## config.mk

```make
export PLATFORM = sky130hd
export DESIGN_NAME = tsn_sqrt_cell
export DESIGN_NICKNAME = d
export VERILOG_FILES = /design/src/hdl/toroid_surface_normal_defines.svh /design/src/hdl/tsn_pkg.sv /design/src/hdl/tsn_sqrt_cell.sv
export SDC_FILE = /design/constraint.sdc
export NUM_CORES = 1
export LEC_CHECK = 0
export BUFFER_PORTS_ARGS = -buffer_cell sky130_fd_sc_hd__clkbuf_2
export CAP_MARGIN = 40
export CORE_AREA = 2 2 200 202
export CTS_CLUSTER_SIZE = 25
export DETAILED_ROUTE_END_ITERATION = 16
export DIE_AREA = 0 0 202 204
export PLACE_DENSITY = 0.67
export SYNTH_ARGS = -nofsm -noshare
export SYNTH_HDL_FRONTEND = slang
export SYNTH_SLANG_ARGS = --single-unit
```

## constraint.sdc

```tcl
create_clock -name clk -period 3.1 [get_ports clk]
set_input_delay 0.62 -clock clk [delete_from_list [all_inputs] [get_ports clk]]
set_output_delay 0.62 -clock clk [all_outputs]
set_load 0.03 [all_outputs]
```

## src/hdl/toroid_surface_normal_defines.svh

```systemverilog
// Assertion macros for the toroid surface normal block.
// Used by the top level only; expects clk and rst_n in scope.
`ifndef TOROID_SURFACE_NORMAL_DEFINES_SVH
`define TOROID_SURFACE_NORMAL_DEFINES_SVH

// Same-cycle implication, checked out of reset
`define TSN_ASSERT_IMP(lbl, ante, cons, msg) \
  lbl: assert property (@(posedge clk) disable iff (!rst_n) (ante) |-> (cons)) else $error(msg);

// Next-cycle implication, checked out of reset
`define TSN_ASSERT_NXT(lbl, ante, cons, msg) \
  lbl: assert property (@(posedge clk) disable iff (!rst_n) (ante) |=> (cons)) else $error(msg);

`endif

```

## src/hdl/tsn_pkg.sv

```systemverilog
// Shared constants for the toroid surface normal pipeline.
// No dependencies; used by all modules through scoped names.
`timescale 1ns / 1ps
`default_nettype none
package tsn_pkg;

  // Configuration register indexes
  localparam logic REG_MAJOR_RADIUS = 1'b0;
  localparam logic REG_MINOR_RADIUS = 1'b1;

  // Field and datapath widths
  localparam int COORD_W  = 48;
  localparam int NORM_W   = 32;
  localparam int MUL_W    = 64;
  localparam int RAD_W    = 128;
  localparam int ROOT_W   = 64;
  localparam int REM_W    = ROOT_W + 2;
  localparam int MAG_BITS = 62;
  localparam int QUO_W    = 31;
  localparam int DIVR_W   = 64;
  localparam int DEN_W    = 63;

  // Iteration counts of the cell chains
  localparam int SQ1_STEPS = 49;
  localparam int SQ2_STEPS = 63;
  localparam int DIV_STEPS = QUO_W;

  // Pipeline stage numbers
  localparam int ST_SQ1_IN  = 5;
  localparam int ST_SQ1_OUT = ST_SQ1_IN + SQ1_STEPS;
  localparam int FRONT_DLY  = ST_SQ1_OUT - 2;
  localparam int ST_SHIFT   = ST_SQ1_OUT + 6;
  localparam int ST_SQ2_IN  = ST_SHIFT + 3;
  localparam int ST_SQ2_OUT = ST_SQ2_IN + SQ2_STEPS;
  localparam int BACK_DLY   = ST_SQ2_OUT - ST_SHIFT;
  localparam int ST_DIV_OUT = ST_SQ2_OUT + DIV_STEPS;
  localparam int PIPE_DEPTH = ST_DIV_OUT + 1;

endpackage
`default_nettype wire

```

## src/hdl/tsn_sqrt_cell.sv

```systemverilog
// One digit of a digit-by-digit integer square root; chained per result bit.
// Depends on tsn_pkg for widths.
`timescale 1ns / 1ps
`default_nettype none
module tsn_sqrt_cell (
  input  wire logic                          clk,
  input  wire logic                          en,
  input  wire logic [tsn_pkg::RAD_W-1:0]     rad_i,
  input  wire logic [tsn_pkg::ROOT_W-1:0]    root_i,
  input  wire logic [tsn_pkg::REM_W-1:0]     rem_i,
  output logic      [tsn_pkg::RAD_W-1:0]     rad_o,
  output logic      [tsn_pkg::ROOT_W-1:0]    root_o,
  output logic      [tsn_pkg::REM_W-1:0]     rem_o
);

  logic [tsn_pkg::REM_W-1:0] rem_sh, trial, rem_nxt;
  logic                      ge;
  logic [tsn_pkg::RAD_W-1:0]  rad_r;
  logic [tsn_pkg::ROOT_W-1:0] root_r;
  logic [tsn_pkg::REM_W-1:0]  rem_r;

  // Bring down the next two radicand bits and try the new root bit
  always_comb begin
    rem_sh  = {rem_i[tsn_pkg::REM_W-3:0], rad_i[tsn_pkg::RAD_W-1 -: 2]};
    trial   = {root_i, 2'b01};
    ge      = (rem_sh >= trial);
    rem_nxt = ge ? (rem_sh - trial) : rem_sh;
  end

  // Hand the partial root and remainder to the next cell
  always_ff @(posedge clk) begin
    if (en) begin
      rad_r  <= {rad_i[tsn_pkg::RAD_W-3:0], 2'b00};
      root_r <= {root_i[tsn_pkg::ROOT_W-2:0], ge};
      rem_r  <= rem_nxt;
    end
  end

  assign rad_o  = rad_r;
  assign root_o = root_r;
  assign rem_o  = rem_r;

endmodule
`default_nettype wire

```

# After elaboration in Yosys (flattened, before gate mapping)
# Index checks and enable logic that the tools add are counted.
# W data, S select, Z words.
# totals
output_inout_bits,258
elab_cells,6
ff_bits,256
input_bits,260
# op_classes
add_sub_neg,1
magnitude_cmp,1
muxes,1
# op_table
operator,count
$ge A66 B66 Y1,1
$mux W66,1
$sub A66 B66 Y66,1

# Longest topological paths before layout
# logic_depth
depth_word,2
depth_mapped,15
ltp_nobuf,12

# Worst setup path after synthesis
# No wires, ideal clock.
# synth_path
path_kind,input port to flip-flop
from,input port root_i[30] (netlist bit)
to,"register rem_r, in the netlist rem_o[62] (data pin)"
stages,10
setup_slack_ns,-0.162
setup_ns,0.260
arrival_time_ns,3.002
required_ns,2.840
path_buffers,1
path_cell_list,inv_1 -> ha_1 -> nand2_1 -> or3_1 -> or2_0 -> o31ai_4 -> a31oi_4 -> o31ai_4 -> buf_2 -> mux2_2
# synth_between
elab_chain_cells,2
elab_cells_between_ends,3
classes_between,add/sub (1); order compare (1); mux (1)
# synth_rtl
item,line,source
from (decl),tsn_sqrt_cell.sv:9,"input wire logic [tsn_pkg::ROOT_W-1:0] root_i,"
$sub A66 B66 Y66 or $ge A66 B66 Y1 (tied branches),"tsn_sqrt_cell.sv:27, tsn_sqrt_cell.sv:26",
$mux W66 (*),tsn_sqrt_cell.sv:27,rem_nxt = ge ? (rem_sh - trial) : rem_sh;
named net rem_nxt (one bit),tsn_sqrt_cell.sv:16,"logic [tsn_pkg::REM_W-1:0] rem_sh, trial, rem_nxt;"
to (signal assigned),tsn_sqrt_cell.sv:35,rem_r <= rem_nxt;
to (decl),tsn_sqrt_cell.sv:20,logic [tsn_pkg::REM_W-1:0] rem_r;
# Mark *: on every way through the listed nets, which the timed path passes. The rest lies on a longest branch.
# A chain may end at the register's enable or synchronous reset.

# Worst setup path in the final report
# layout_path
from,input port root_i[0] (netlist bit)
to,"register rem_r, in the netlist rem_o[59] (data pin)"
# The elaborated chain is that of the path after synthesis.

==> reports/metrics.cfg <==
[floorplanning]
die_w_um = 202
dieArea_sq_mm = 0.0412
pin_count = 518
rows = 73
start_util = 0.323
fp.dieH_um = 204
placeableCoreArea_sq_mm = 0.0392

[cells_and_area]
final_cell_count_no_fill = 2352
drive_above_1_share = 0.470
area_delta_synth_final_pct = 48.1
nets = 2131
design_area_sq_mm = 0.0187

[clock_network]
cts_hold_buf = 0
h-tree-depth = 1
tritoncts = yes
clockBufferDepth = 3
cts_sinks = 256
root_buffer = clkbuf_16
cts.clk_slew.worst_paths_ps = 60
numCtsBuffers = 29

[outcome]
status = complete, no violations

[critical_path]
cp.arrival_ps = 3330
cp-start-kind = input pin
worst-path-buf-inv = 5
critPathRequiredTime_ps = 3400
crit_type = in2reg
critPathMaxFanout = 4
crit_family = compound AO/OA/AOI/OAI gates
critPathSlowestCell = ha_1
crit_top_cell = buf_4
cp-end-kind = register
path_cells = clkbuf_2, inv_1, ha_1, buf_4, o211ai_1, o21a_2, buf_4, a211o_1, a31oi_1, buf_4, o211ai_1, nand3_2, and2_1, a21oi_1, xor2_1, a21oi_1
critPathMaxStageDelay_ps = 330

[sta]
slew_violations = 0
period_needed_ps = 3020
finalHoldViolations = 0
holdWs_ps = 240
worstMarginPinSlew_ps = 607
fin_crit_sh = 0.976
report.final.setup_viol = 0
slew_headroom = 0.595
max_freq_mhz = 331

[yosys]
synth_top_area_share = 0.607
ys_seq_area_frac = 0.607
ys.flop_type = edfxtp_1
netlist_area_sq_mm = 0.0127
synth_top_area_cell = edfxtp_1
syn-instance-count = 1067
synth_edf_count = 256
yosys-top-cells-area = edfxtp_1, ha_1, a21oi_1, nor2_1, xnor2_1
ys_ff_latch = 256
async_reset_ff_frac = 0
avgSynthCellArea_sq_um = 11.9
synth_most_common_cell = edfxtp_1
ys_warn_count = 0
synth_common_cells = edfxtp_1, a21oi_1, nor2_1
synth.distinct_cells = 59

[global_routing]
grt_start_max_net_pins = 68
track_usage = 0.194
grt.overflow.total = 0
antenna_found_initial = 5
grt_pass1_wl_um = 62100
grt_pass1_vias = 11145

[detailed_routing]
routed_via_density = 4.75
wl_met3_um = 2840
drc = 0
highest_layer = met5
wl_per_cell_um = 17.8
vias = 11181
detailedRoute.firstPassIterationCount = 5
routed-wl-met2_um = 21900
final_antenna_net_count = 0
wl_met1_um = 15900
first_iter_violations = 538
routed_wl_um = 41900

[place]
gp_congestion = 0.899
placed_area_sq_mm = 0.0177
portBuffers = 513
place_inst = 2297
hpwlAfterDp_um = 34300

[worst_hold_path]
hold_class = in2reg

[power_and_ir_drop]
power_density_mw_per_mm2 = 552
p_leak_nw = 8.63
vdd_drop_max_mv = 0.366

[flow_run]
max_cap_viol_count = 0

stage by stage:
stage,utilization,total power [mW],setup TNS [ps],setup slack [ps]
2_1_floorplan,-,6.03,-672,-76.7
6_report,0.478,10.4,0,75.8
3_3_place_gp,0.453,7.25,-32840,-595
3_5_place_dp,0.453,7.28,-33850,-606
5_1_grt,0.478,10.8,-0.427,-0.427
4_1_cts,0.475,10.4,0,30.2
placed cells by master (no fill, tap or decap), types with 4 or more instances in the layout:
master,n
a211o_1,4
ha_4,8
a21o_1,38
nor2_1,98
nor2b_1,5
and3_1,4
o211ai_1,6
nand3_1,13
clkinv_1,5
a31oi_1,4
edfxtp_1,256
clkbuf_16,29
clkinvlp_4,4
ha_1,57
mux2_4,8
a21oi_2,8
xor2_1,25
o21ai_0,36
nor3_1,11
buf_12,7
a211oi_1,5
clkinv_2,4
o21bai_1,11
a21boi_0,5
xnor2_1,37
nand2_1,60
o21a_1,9
inv_1,81
clkbuf_2,512
a21oi_1,126
nand2b_1,5
buf_4,234
nand4_1,27
report_power, final:
part	internal (mW)	switching (mW)
Clock	1.72	1.39
Sequential	4.21	0.101
Combinational	1.13	1.80
Total	7.06	3.30
final timing paths:
path	startpoint	end	slack [ps]	cells past startpoint
worst max-delay path	root_i[0]	rem_o[59]	80	16
worst min-delay path	rad_i[108]	rad_o[110]	240	1
repair_timing:
| action | in CTS | in global routing |
|---|---|---|
| endpoints found under the hold margin | 0 | 0 |
| gates resized for setup | 2 | 22 |
| pin swaps | 1 | 8 |
| endpoints found under the setup margin | 9 | 55 |
| buffers inserted | 1 | 1 |
| cloned | 0 | 0 |
area by class of cell:
cell class                      instances  area [sq um]
Timing Repair Buffer                  755          4490
Inverter                               84           338
Clock buffer                           32           737
Tap cell                              525           657
Sequential cell                       256          7690
Fill cell                            3556         20400
Clock inverter                         18           115
Antenna cell                            3          7.51
Multi-Input combinational cell        679          4720
flip-flops by register name (all words and copies together) (netlist names):
signal and count:
rem_o 66, root_o 64, rad_o 126
cells by family (layout without fill, tap and decap cells):
family,Yosys count,count (layout),share of synthesized area
AO/OA/AOI/OAI,294,294,0.144
adder cells (fa/ha/maj),66,66,0.0652
AND/OR/NAND/NOR,245,245,0.0875
buffers and inverters,133,889,0.0438
multiplexers,10,10,0.00879
XOR/XNOR,62,62,0.0429
other,1,5,0.000296
flip-flops,256,256,0.607
metal layers:
| metal | global-route usage | up-vias |
|---|---|---|
| met5 | 0 | - |
| met4 | 0.0667 | 4 |
| met3 | 0.0356 | 70 |
| met2 | 0.362 | 419 |
| met1 | 0.221 | 5275 |
| li1 | - | 5413 |
(Power assumes the default switching activity.)
