==> config.mk <==
export PLATFORM = sky130hd
export DESIGN_NAME = tsn_div_cell
export DESIGN_NICKNAME = d
export VERILOG_FILES = /design/src/hdl/toroid_surface_normal_defines.svh /design/src/hdl/tsn_pkg.sv /design/src/hdl/tsn_div_cell.sv
export SDC_FILE = /design/constraint.sdc
export NUM_CORES = 1
export LEC_CHECK = 0
export BUFFER_PORTS_ARGS = -buffer_cell sky130_fd_sc_hd__buf_2
export CAP_MARGIN = 30
export CORE_ASPECT_RATIO = 1.1
export CORE_MARGIN = 3
export CORE_UTILIZATION = 45
export DETAILED_ROUTE_END_ITERATION = 7
export PLACE_DENSITY = 0.75
export SLEW_MARGIN = 20
export SYNTH_ARGS = -nofsm -noshare
export SYNTH_HDL_FRONTEND = slang
export SYNTH_SLANG_ARGS = --single-unit
export TNS_END_PERCENT = 100
==> constraint.sdc <==
create_clock -name clk -period 2.8 [get_ports clk]
set_clock_uncertainty 0.1 [all_clocks]
set_input_delay 0.14 -clock clk [delete_from_list [all_inputs] [get_ports clk]]
set_output_delay 0.14 -clock clk [all_outputs]
set_load 0.01 [all_outputs]
==> src/hdl/toroid_surface_normal_defines.svh <==
// Assertion macros for the toroid surface normal block.
// Used by the top level only; expects clk and rst_n in scope.
`ifndef TOROID_SURFACE_NORMAL_DEFINES_SVH
`define TOROID_SURFACE_NORMAL_DEFINES_SVH

// Same-cycle implication, checked out of reset
`define TSN_ASSERT_IMP(lbl, ante, cons, msg) \
  lbl: assert property (@(posedge clk) disable iff (!rst_n) (ante) |-> (cons)) else $error(msg);

// Next-cycle implication, checked out of reset
`define TSN_ASSERT_NXT(lbl, ante, cons, msg) \
  lbl: assert property (@(posedge clk) disable iff (!rst_n) (ante) |=> (cons)) else $error(msg);

`endif

==> src/hdl/tsn_pkg.sv <==
// Shared constants for the toroid surface normal pipeline.
// No dependencies; used by all modules through scoped names.
`timescale 1ns / 1ps
`default_nettype none
package tsn_pkg;

  // Configuration register indexes
  localparam logic REG_MAJOR_RADIUS = 1'b0;
  localparam logic REG_MINOR_RADIUS = 1'b1;

  // Field and datapath widths
  localparam int COORD_W  = 48;
  localparam int NORM_W   = 32;
  localparam int MUL_W    = 64;
  localparam int RAD_W    = 128;
  localparam int ROOT_W   = 64;
  localparam int REM_W    = ROOT_W + 2;
  localparam int MAG_BITS = 62;
  localparam int QUO_W    = 31;
  localparam int DIVR_W   = 64;
  localparam int DEN_W    = 63;

  // Iteration counts of the cell chains
  localparam int SQ1_STEPS = 49;
  localparam int SQ2_STEPS = 63;
  localparam int DIV_STEPS = QUO_W;

  // Pipeline stage numbers
  localparam int ST_SQ1_IN  = 5;
  localparam int ST_SQ1_OUT = ST_SQ1_IN + SQ1_STEPS;
  localparam int FRONT_DLY  = ST_SQ1_OUT - 2;
  localparam int ST_SHIFT   = ST_SQ1_OUT + 6;
  localparam int ST_SQ2_IN  = ST_SHIFT + 3;
  localparam int ST_SQ2_OUT = ST_SQ2_IN + SQ2_STEPS;
  localparam int BACK_DLY   = ST_SQ2_OUT - ST_SHIFT;
  localparam int ST_DIV_OUT = ST_SQ2_OUT + DIV_STEPS;
  localparam int PIPE_DEPTH = ST_DIV_OUT + 1;

endpackage
`default_nettype wire

==> src/hdl/tsn_div_cell.sv <==
// One quotient bit of a restoring divider; chained per quotient bit.
// Depends on tsn_pkg for widths.
`timescale 1ns / 1ps
`default_nettype none
module tsn_div_cell (
  input  wire logic                          clk,
  input  wire logic                          en,
  input  wire logic [tsn_pkg::DIVR_W-1:0]    rem_i,
  input  wire logic [tsn_pkg::DEN_W-1:0]     den_i,
  input  wire logic [tsn_pkg::QUO_W-1:0]     quo_i,
  output logic      [tsn_pkg::DIVR_W-1:0]    rem_o,
  output logic      [tsn_pkg::DEN_W-1:0]     den_o,
  output logic      [tsn_pkg::QUO_W-1:0]     quo_o
);

  logic [tsn_pkg::DIVR_W-1:0] den_ext, diff;
  logic                       ge;
  logic [tsn_pkg::DIVR_W-1:0] rem_r;
  logic [tsn_pkg::DEN_W-1:0]  den_r;
  logic [tsn_pkg::QUO_W-1:0]  quo_r;

  // Compare and subtract; the remainder stays below the divisor
  always_comb begin
    den_ext = {1'b0, den_i};
    ge      = (rem_i >= den_ext);
    diff    = ge ? (rem_i - den_ext) : rem_i;
  end

  // Double the remainder for the next bit
  always_ff @(posedge clk) begin
    if (en) begin
      rem_r <= {diff[tsn_pkg::DIVR_W-2:0], 1'b0};
      den_r <= den_i;
      quo_r <= {quo_i[tsn_pkg::QUO_W-2:0], ge};
    end
  end

  assign rem_o = rem_r;
  assign den_o = den_r;
  assign quo_o = quo_r;

endmodule
`default_nettype wire

== After elaboration in Yosys (flattened, before gate mapping) ==
Index checks and enable logic that the tools add are counted.
W data, S select, Z words.
Word-level totals
  bits of input ports: 160
  output and inout bits: 158
  flip-flop bits (word level): 157
Operators by class
  add/subtract/negate cells: 1
  mux-type cells: 1
  order comparisons: 1
Operator list (number)
  $ge A64 B63 Y1: 1
  $mux W63: 1
  $sub A63 B63 Y63: 1

== Longest topological paths before layout ==
Gate-level depths: netlist (run 1).
  depth in word-level cells: 2
  depth in mapped cells: 16
  mapped depth without buffers: 14

== Least setup slack after synthesis (run 1) ==
Ideal clock, no wire load.
  kind: input port to flip-flop
  start: in rem_i[0] (netlist bit)
  end: reg rem_r, in the netlist rem_o[16] (data pin)
  path slack: -0.097 ns
  stages on the path: 14
  library setup time: 0.260 ns
  data required time: 2.440 ns
  data arrival time: 2.537 ns
  buffers on the path: 1
  path through: inv_1 -> ha_1 -> fa_1 -> nor2b_1 -> o2111ai_2 -> a21oi_2 -> a211oi_4 -> o211ai_2 -> nor2b_4 -> o221ai_2 -> and2_4 -> buf_8 -> inv_4 -> mux2_2
On the way
  word-level cells in the longest chain between the ends: 2
RTL lines
  start, declared: RTL line tsn_div_cell.sv:8  | input wire logic [tsn_pkg::DIVR_W-1:0] rem_i,
  $sub A63 B63 Y63 / $ge A64 B63 Y1 (equally long branches): RTL line tsn_div_cell.sv:26, tsn_div_cell.sv:25
  $mux W63 (*): RTL line tsn_div_cell.sv:26  | diff = ge ? (rem_i - den_ext) : rem_i;
  via diff, one bit: RTL line tsn_div_cell.sv:16  | logic [tsn_pkg::DIVR_W-1:0] den_ext, diff;
  end signal, assigned: RTL line tsn_div_cell.sv:32  | rem_r <= {diff[tsn_pkg::DIVR_W-2:0], 1'b0};
  end, declared: RTL line tsn_div_cell.sv:18  | logic [tsn_pkg::DIVR_W-1:0] rem_r;
The timed path passes the listed nets; every way through them passes the cells marked *.
A chain may end at the register's enable or synchronous reset.

== Worst setup path in the final report (run 1) ==
  start: in den_i[53] (netlist bit)
  end: reg rem_r, in the netlist rem_o[16] (data pin)
On the way
  word-level cells in the longest chain between the ends: 2
RTL lines
  start, declared: RTL line tsn_div_cell.sv:9  | input wire logic [tsn_pkg::DEN_W-1:0] den_i,
  $ge A64 B63 Y1: RTL line tsn_div_cell.sv:25  | ge = (rem_i >= den_ext);
  $mux W63: RTL line tsn_div_cell.sv:26
  via diff, one bit: RTL line tsn_div_cell.sv:16
The timed path passes the listed nets, and every way through them passes these cells.

==> metrics.txt, run 1 <==
DRT iter0 DRCs 683; Yosys cell types 67; Worst setup SP type input pin; largest cells by area after synthesis edfxtp_1, ha_1, a21oi_1, inv_1, nor2_1; Inserted Clock Buffers 17; Post-synth EDFFs 157; Filler cells 1552; CP Capture Type flip-flop; minimum clock period 2.69 ns; vias in the first global route 9679; final hold vios 0; Simple-Gate Fraction of Synth Area 12.6%; post-route ant nets 0; Max-slew headroom 39.7%; Pleak 6.78 nW; setup violators final 0; share of layout cells above drive strength 1 36.1%; GP Congestion 0.881; Synth Area in XOR/XNOR 5.15%; portion of netlist area occupied by mux cells 0.118%; Critical Path RT 2.89 ns; DIE HEIGHT 159 um; TritonCTS Sinks 157; nets 1767; top-count cell post-synth edfxtp_1; antenna violations before repair 3; drt pass-1 iters 4; share of the synthesized area in the top cell type 49.5%; Max Root-Sink Buffers 2; net count after synthesis 1158; row count 55; DRC violations left 0; first-pass GRT wire length 48500 um; Slew Viols, Final 0; most frequent cells after synthesis edfxtp_1, a21oi_1, inv_1; ys flop type edfxtp_1; FMAX 0.372 GHz; Die ar. 22900 um^2; input/output buffers 315; Peak VDD IR 0.000416 V; largest net degree at the start of global routing 158; asr flop ratio synth 0%; via-per-instance ratio 5.17; Ports 318; sequential-to-total area share from yosys stat 49.5%; #FFs+latches synth 157; CTS tree done; status finished clean; syn avg cell area 10.2 um^2; worst slew pin tran 0.904 ns; Ys Warns 0; Root Driver clkbuf_16; Max Cap Viol 0; mapped cell area 9520 um^2; core footprint 20700 um^2; Hold Slack 0.0344 ns; total grt overflow 0; crit-path max FO 9; gr usage total 26.9%; hpwl dp 22100 um; area leader, netlist edfxtp_1; Area Growth Syn to Fin 55.4%; Die W 145 um; H-tree lvl count 4; WP data arrival 2.78 ns; Pwr Total 7.67 mW; path type of the worst min-delay path input pin to flip-flop; Synth Area in Compound Gates 18.7%; drt wl/cell 17.2 um; synthesized-area fraction occupied by adder cells 8.49%; total routed wirelength 31800 um; Final WS setup 0.109 ns; largest family of logic cells by synthesized area compound AO/OA/AOI/OAI gates; period utilization 96.1%; setup slack at placement -0.498 ns; initial core utilization 46.0%; Mapped Cells 934; Crit Path Class input pin to flip-flop; Power Density 519 nW/um^2; via count 9526; Clk pin slew, worst setup/hold paths 0.07 ns
==> kinds of logic after synthesis <==
group | after synthesis
AO/OA/AOI/OAI | 284
XOR/XNOR | 56
adder cells (fa/ha/maj) | 64
buffers and inverters | 122
flip-flops | 157
multiplexers | 1
other | 1
AND/OR/NAND/NOR | 249
==> cell type report <==
| cell class | instances | area [um^2] | area share (%) |
|---|---|---|---|
| Inverter | 79 | 304 | 2.05 |
| Tap cell | 285 | 357 | 2.41 |
| Multi-Input combinational cell | 655 | 4390 | 29.6 |
| Clock inverter | 15 | 176 | 1.19 |
| Antenna cell | 2 | 5.00 | 0.0338 |
| Sequential cell | 157 | 4710 | 31.9 |
| Timing Repair Buffer | 633 | 4430 | 29.9 |
| Clock buffer | 17 | 425 | 2.88 |
==> metrics by stage <==
step                      cells  utilization, %   TNS, ns  cell area (um^2)
after floorplan             934               -         0              9530
after global placement     1654            60.4     -8.94             12500
after detailed placement   1654            60.4    -14.72             12500
after CTS                  1839            70.7         0             14700
after global routing       1843            71.4  -0.00774             14800
final                      1843            71.4         0             14800
==> where the power goes <==
part | internal [mW] | switching [mW]
registers | 2.92 | 0.0708
clock network | 1.27 | 1.10
logic | 1.10 | 1.21
total | 5.29 | 2.38
==> worst max-delay path, cell delays in order <==
cell and delay (ns):
dlygate4sd3_1 0.52, buf_2 0.11, inv_1 0.04, ha_1 0.28, nand2_1 0.07, nor4_2 0.13
buf_4 0.16, nand3_2 0.11, nor4_2 0.35, o221ai_2 0.15, and2_4 0.21, inv_8 0.13
mux2_2 0.35
==> sequential cells by signal, indices dropped and copies added (netlist names) <==
signal and cells:
quo_o 31, den_o 63, rem_o 63
==> placed cells by master (no fill, tap or decap), types with 5 or more instances in the layout <==
cell and instances:
dlygate4sd3_1 153, inv_1 78, a21o_1 34, clkbuf_16 18, and3_1 8, a21oi_2 16, a31oi_1 5, xnor2_1 22
o21ai_1 7, nand2_1 68, nand3_1 12, buf_4 158, nor2b_1 6, nand4_1 24, xor2_1 33, a21oi_1 107
o211ai_1 6, edfxtp_1 157, o31ai_1 6, nor3_1 15, buf_2 314, inv_6 5, o21bai_1 11, nand2b_1 8
nor2_1 76, o21a_1 8, o21ai_0 50, ha_1 60
==> what timing repair did <==
action,4_1_cts,5_1_grt
endpoints found under the setup margin,1,50
setup buffers,0,1
hold buffers,153,0
endpoints found under the hold margin,153,0
gates resized for setup,1,26
cloned,0,1
pin swaps,0,7
==> path summary, 6_finish.rpt <==
path | startpoint | end | depth (start not counted) | slack [ns]
setup / recovery | den_i[53] | rem_o[16]$_DFFE_PP_ | 13 | 0.11
hold / removal | rem_i[55] | rem_o[56]$_DFFE_PP_ | 4 | 0.03
==> metal layers <==
| layer | up-vias | routed length (um) | GRT usage [%] |
|---|---|---|---|
| met5 | - | 7 | 0 |
| met4 | 2 | 774 | 10.2 |
| met3 | 57 | 1980 | 5.35 |
| met2 | 333 | 16400 | 47.7 |
| met1 | 4499 | 12700 | 32.0 |
| li1 | 4635 | - | - |
No activity file was read; power rests on OpenSTA's default activity.
==> inputs of run 2 (changes only) <==
- SETUP_SLACK_MARGIN: not set -> 0.2
==> metrics.txt, run 2 (synthesis results as in run 1) <==
status finished clean; vias in the first global route 9583; WP data arrival 2.65 ns; FMAX 0.390 GHz; largest net degree at the start of global routing 62; Die ar. 22900 um^2; post-route ant nets 0; Critical Path RT 2.89 ns; total grt overflow 0; Power Density 511 nW/um^2; Max Root-Sink Buffers 2; Area Growth Syn to Fin 58.2%; H-tree lvl count 4; minimum clock period 2.57 ns; input/output buffers 315; Clk pin slew, worst setup/hold paths 0.08 ns; Non-Filler Instances 1830; unrepaired setup endpoints after global routing true; setup violators final 0; via count 9493; crit-path max FO 8; drt pass-1 iters 6; hpwl dp 22400 um; GP Congestion 0.883; path type of the worst min-delay path input pin to flip-flop; crit path launch rem_i[0]; DIE HEIGHT 159 um; row count 55; Pwr Total 7.70 mW; CTS tree done; Final WS setup 0.234 ns; Max Cap Viol 0; Crit Path Class input pin to flip-flop; Slew Viols, Final 0; Root Driver clkbuf_16; Filler cells 1511; Ports 318; antenna violations before repair 3; setup slack at placement -0.293 ns; most common cell after layout, fill and taps aside buf_2; initial core utilization 46.0%; first-pass GRT wire length 47600 um; CP endpoint rem_o[16]$_DFFE_PP_; Peak VDD IR 0.000422 V; via-per-instance ratio 5.19; drt wl/cell 17.5 um; Die W 145 um; DRT iter0 DRCs 608; final hold vios 0; share of layout cells above drive strength 1 38.7%; total routed wirelength 32000 um; TritonCTS Sinks 157; most frequent cells in the layout buf_2, edfxtp_1, dlygate4sd3_1, buf_4, a21oi_1; CP Capture Type flip-flop; worst slew pin tran 0.623 ns; Pleak 6.76 nW; gr usage total 26.5%; period utilization 91.6%; nets 1753; Inserted Clock Buffers 17; Worst setup SP type input pin; Max-slew headroom 58.5%; core footprint 20700 um^2; Placed Cells 1631; DRC violations left 0
-- run 2: cell count changes in the layout (fill, tap and decap cells not counted), moves of 4 or more --
cell     previous run  this run
inv_1              78        73
a21oi_1           107        99
a21oi_2            16        21
ha_1               60        46
ha_4                0        10
o21ai_1             7        11
nor2_2              1         6
nor2_1             76        71
buf_4             158       146
o21ai_0            50        44
ha_2                3         7
-- run 2: layout make-up --
class	instances	area, um^2	area share (%)
clock inverter	15	166	1.11
clock buffer	17	425	2.83
inverter	79	327	2.17
sequential	157	4710	31.3
timing repair buffer	619	4340	28.8
tap	285	357	2.37
antenna	3	7.51	0.0499
multi-input combinational	655	4720	31.4
-- run 2: critical path, stage by stage --
cell and delay [ns]:
buf_8 0.09, clkinv_8 0.04, ha_4 0.15, fa_2 0.37
nor2b_4 0.17, o2111ai_4 0.16, a21oi_4 0.21, a211oi_4 0.07
o211ai_2 0.19, nor2b_4 0.18, o221ai_2 0.12, and2_4 0.22
clkinv_8 0.09, buf_8 0.13, mux2_4 0.29
-- run 2: worst min path at each step --
stage | start | to | cells after the start
6_report | rem_i[0] | rem_o[1]$_DFFE_PP_ | 3
5_1_grt | rem_i[12] | rem_o[13]$_DFFE_PP_ | 4
3_5_place_dp | quo_i[9] | quo_o[10]$_DFFE_PP_ | 1
3_3_place_gp | quo_i[16] | quo_o[17]$_DFFE_PP_ | 1
4_1_cts | rem_i[12] | rem_o[13]$_DFFE_PP_ | 4
2_1_floorplan | den_i[0] | den_o[0]$_DFFE_PP_ | 0
-- run 2: report_power, final --
| group | switching [mW] | total, mW | internal [mW] |
|---|---|---|---|
| Clock | 1.13 | 2.33 | 1.20 |
| Sequential | 0.0688 | 2.98 | 2.91 |
| Combinational | 1.25 | 2.38 | 1.13 |
| Total | 2.45 | 7.70 | 5.25 |
-- run 2: through the flow --
stage | TNS (ns) | utilization, % | cell area (um^2) | hold WS, ns
3_5_place_dp | -13.25 | 59.9 | 12400 | 0.218
3_3_place_gp | -12.87 | 59.9 | 12400 | 0.217
2_1_floorplan | 0 | - | 9580 | 0.139
5_1_grt | 0 | 72.7 | 15100 | 0.0574
6_report | 0 | 72.7 | 15100 | 0.0382
4_1_cts | 0 | 70.2 | 14500 | 0.0323
-- run 2: what timing repair did --
item / 4_1_cts / 5_1_grt
buffers inserted: 1 / 12
hold buffers: 151 / 0
gates resized for setup: 3 / 96
endpoints found under the hold margin: 151 / 0
setup endpoints to repair: 20 / 54
pin swaps: 3 / 35
-- run 2: routing by layer --
| layer | global-route usage (%) | wire (um) | up-vias | share of wire, % |
|---|---|---|---|---|
| li1 | - | - | 4602 | - |
| met1 | 31.7 | 12800 | 4479 | 40 |
| met2 | 47.5 | 16400 | 352 | 51 |
| met3 | 5.68 | 1990 | 60 | 6.2 |
| met4 | 8.17 | 842 | 0 | 2.6 |
| met5 | 0 | 0 | - | 0 |
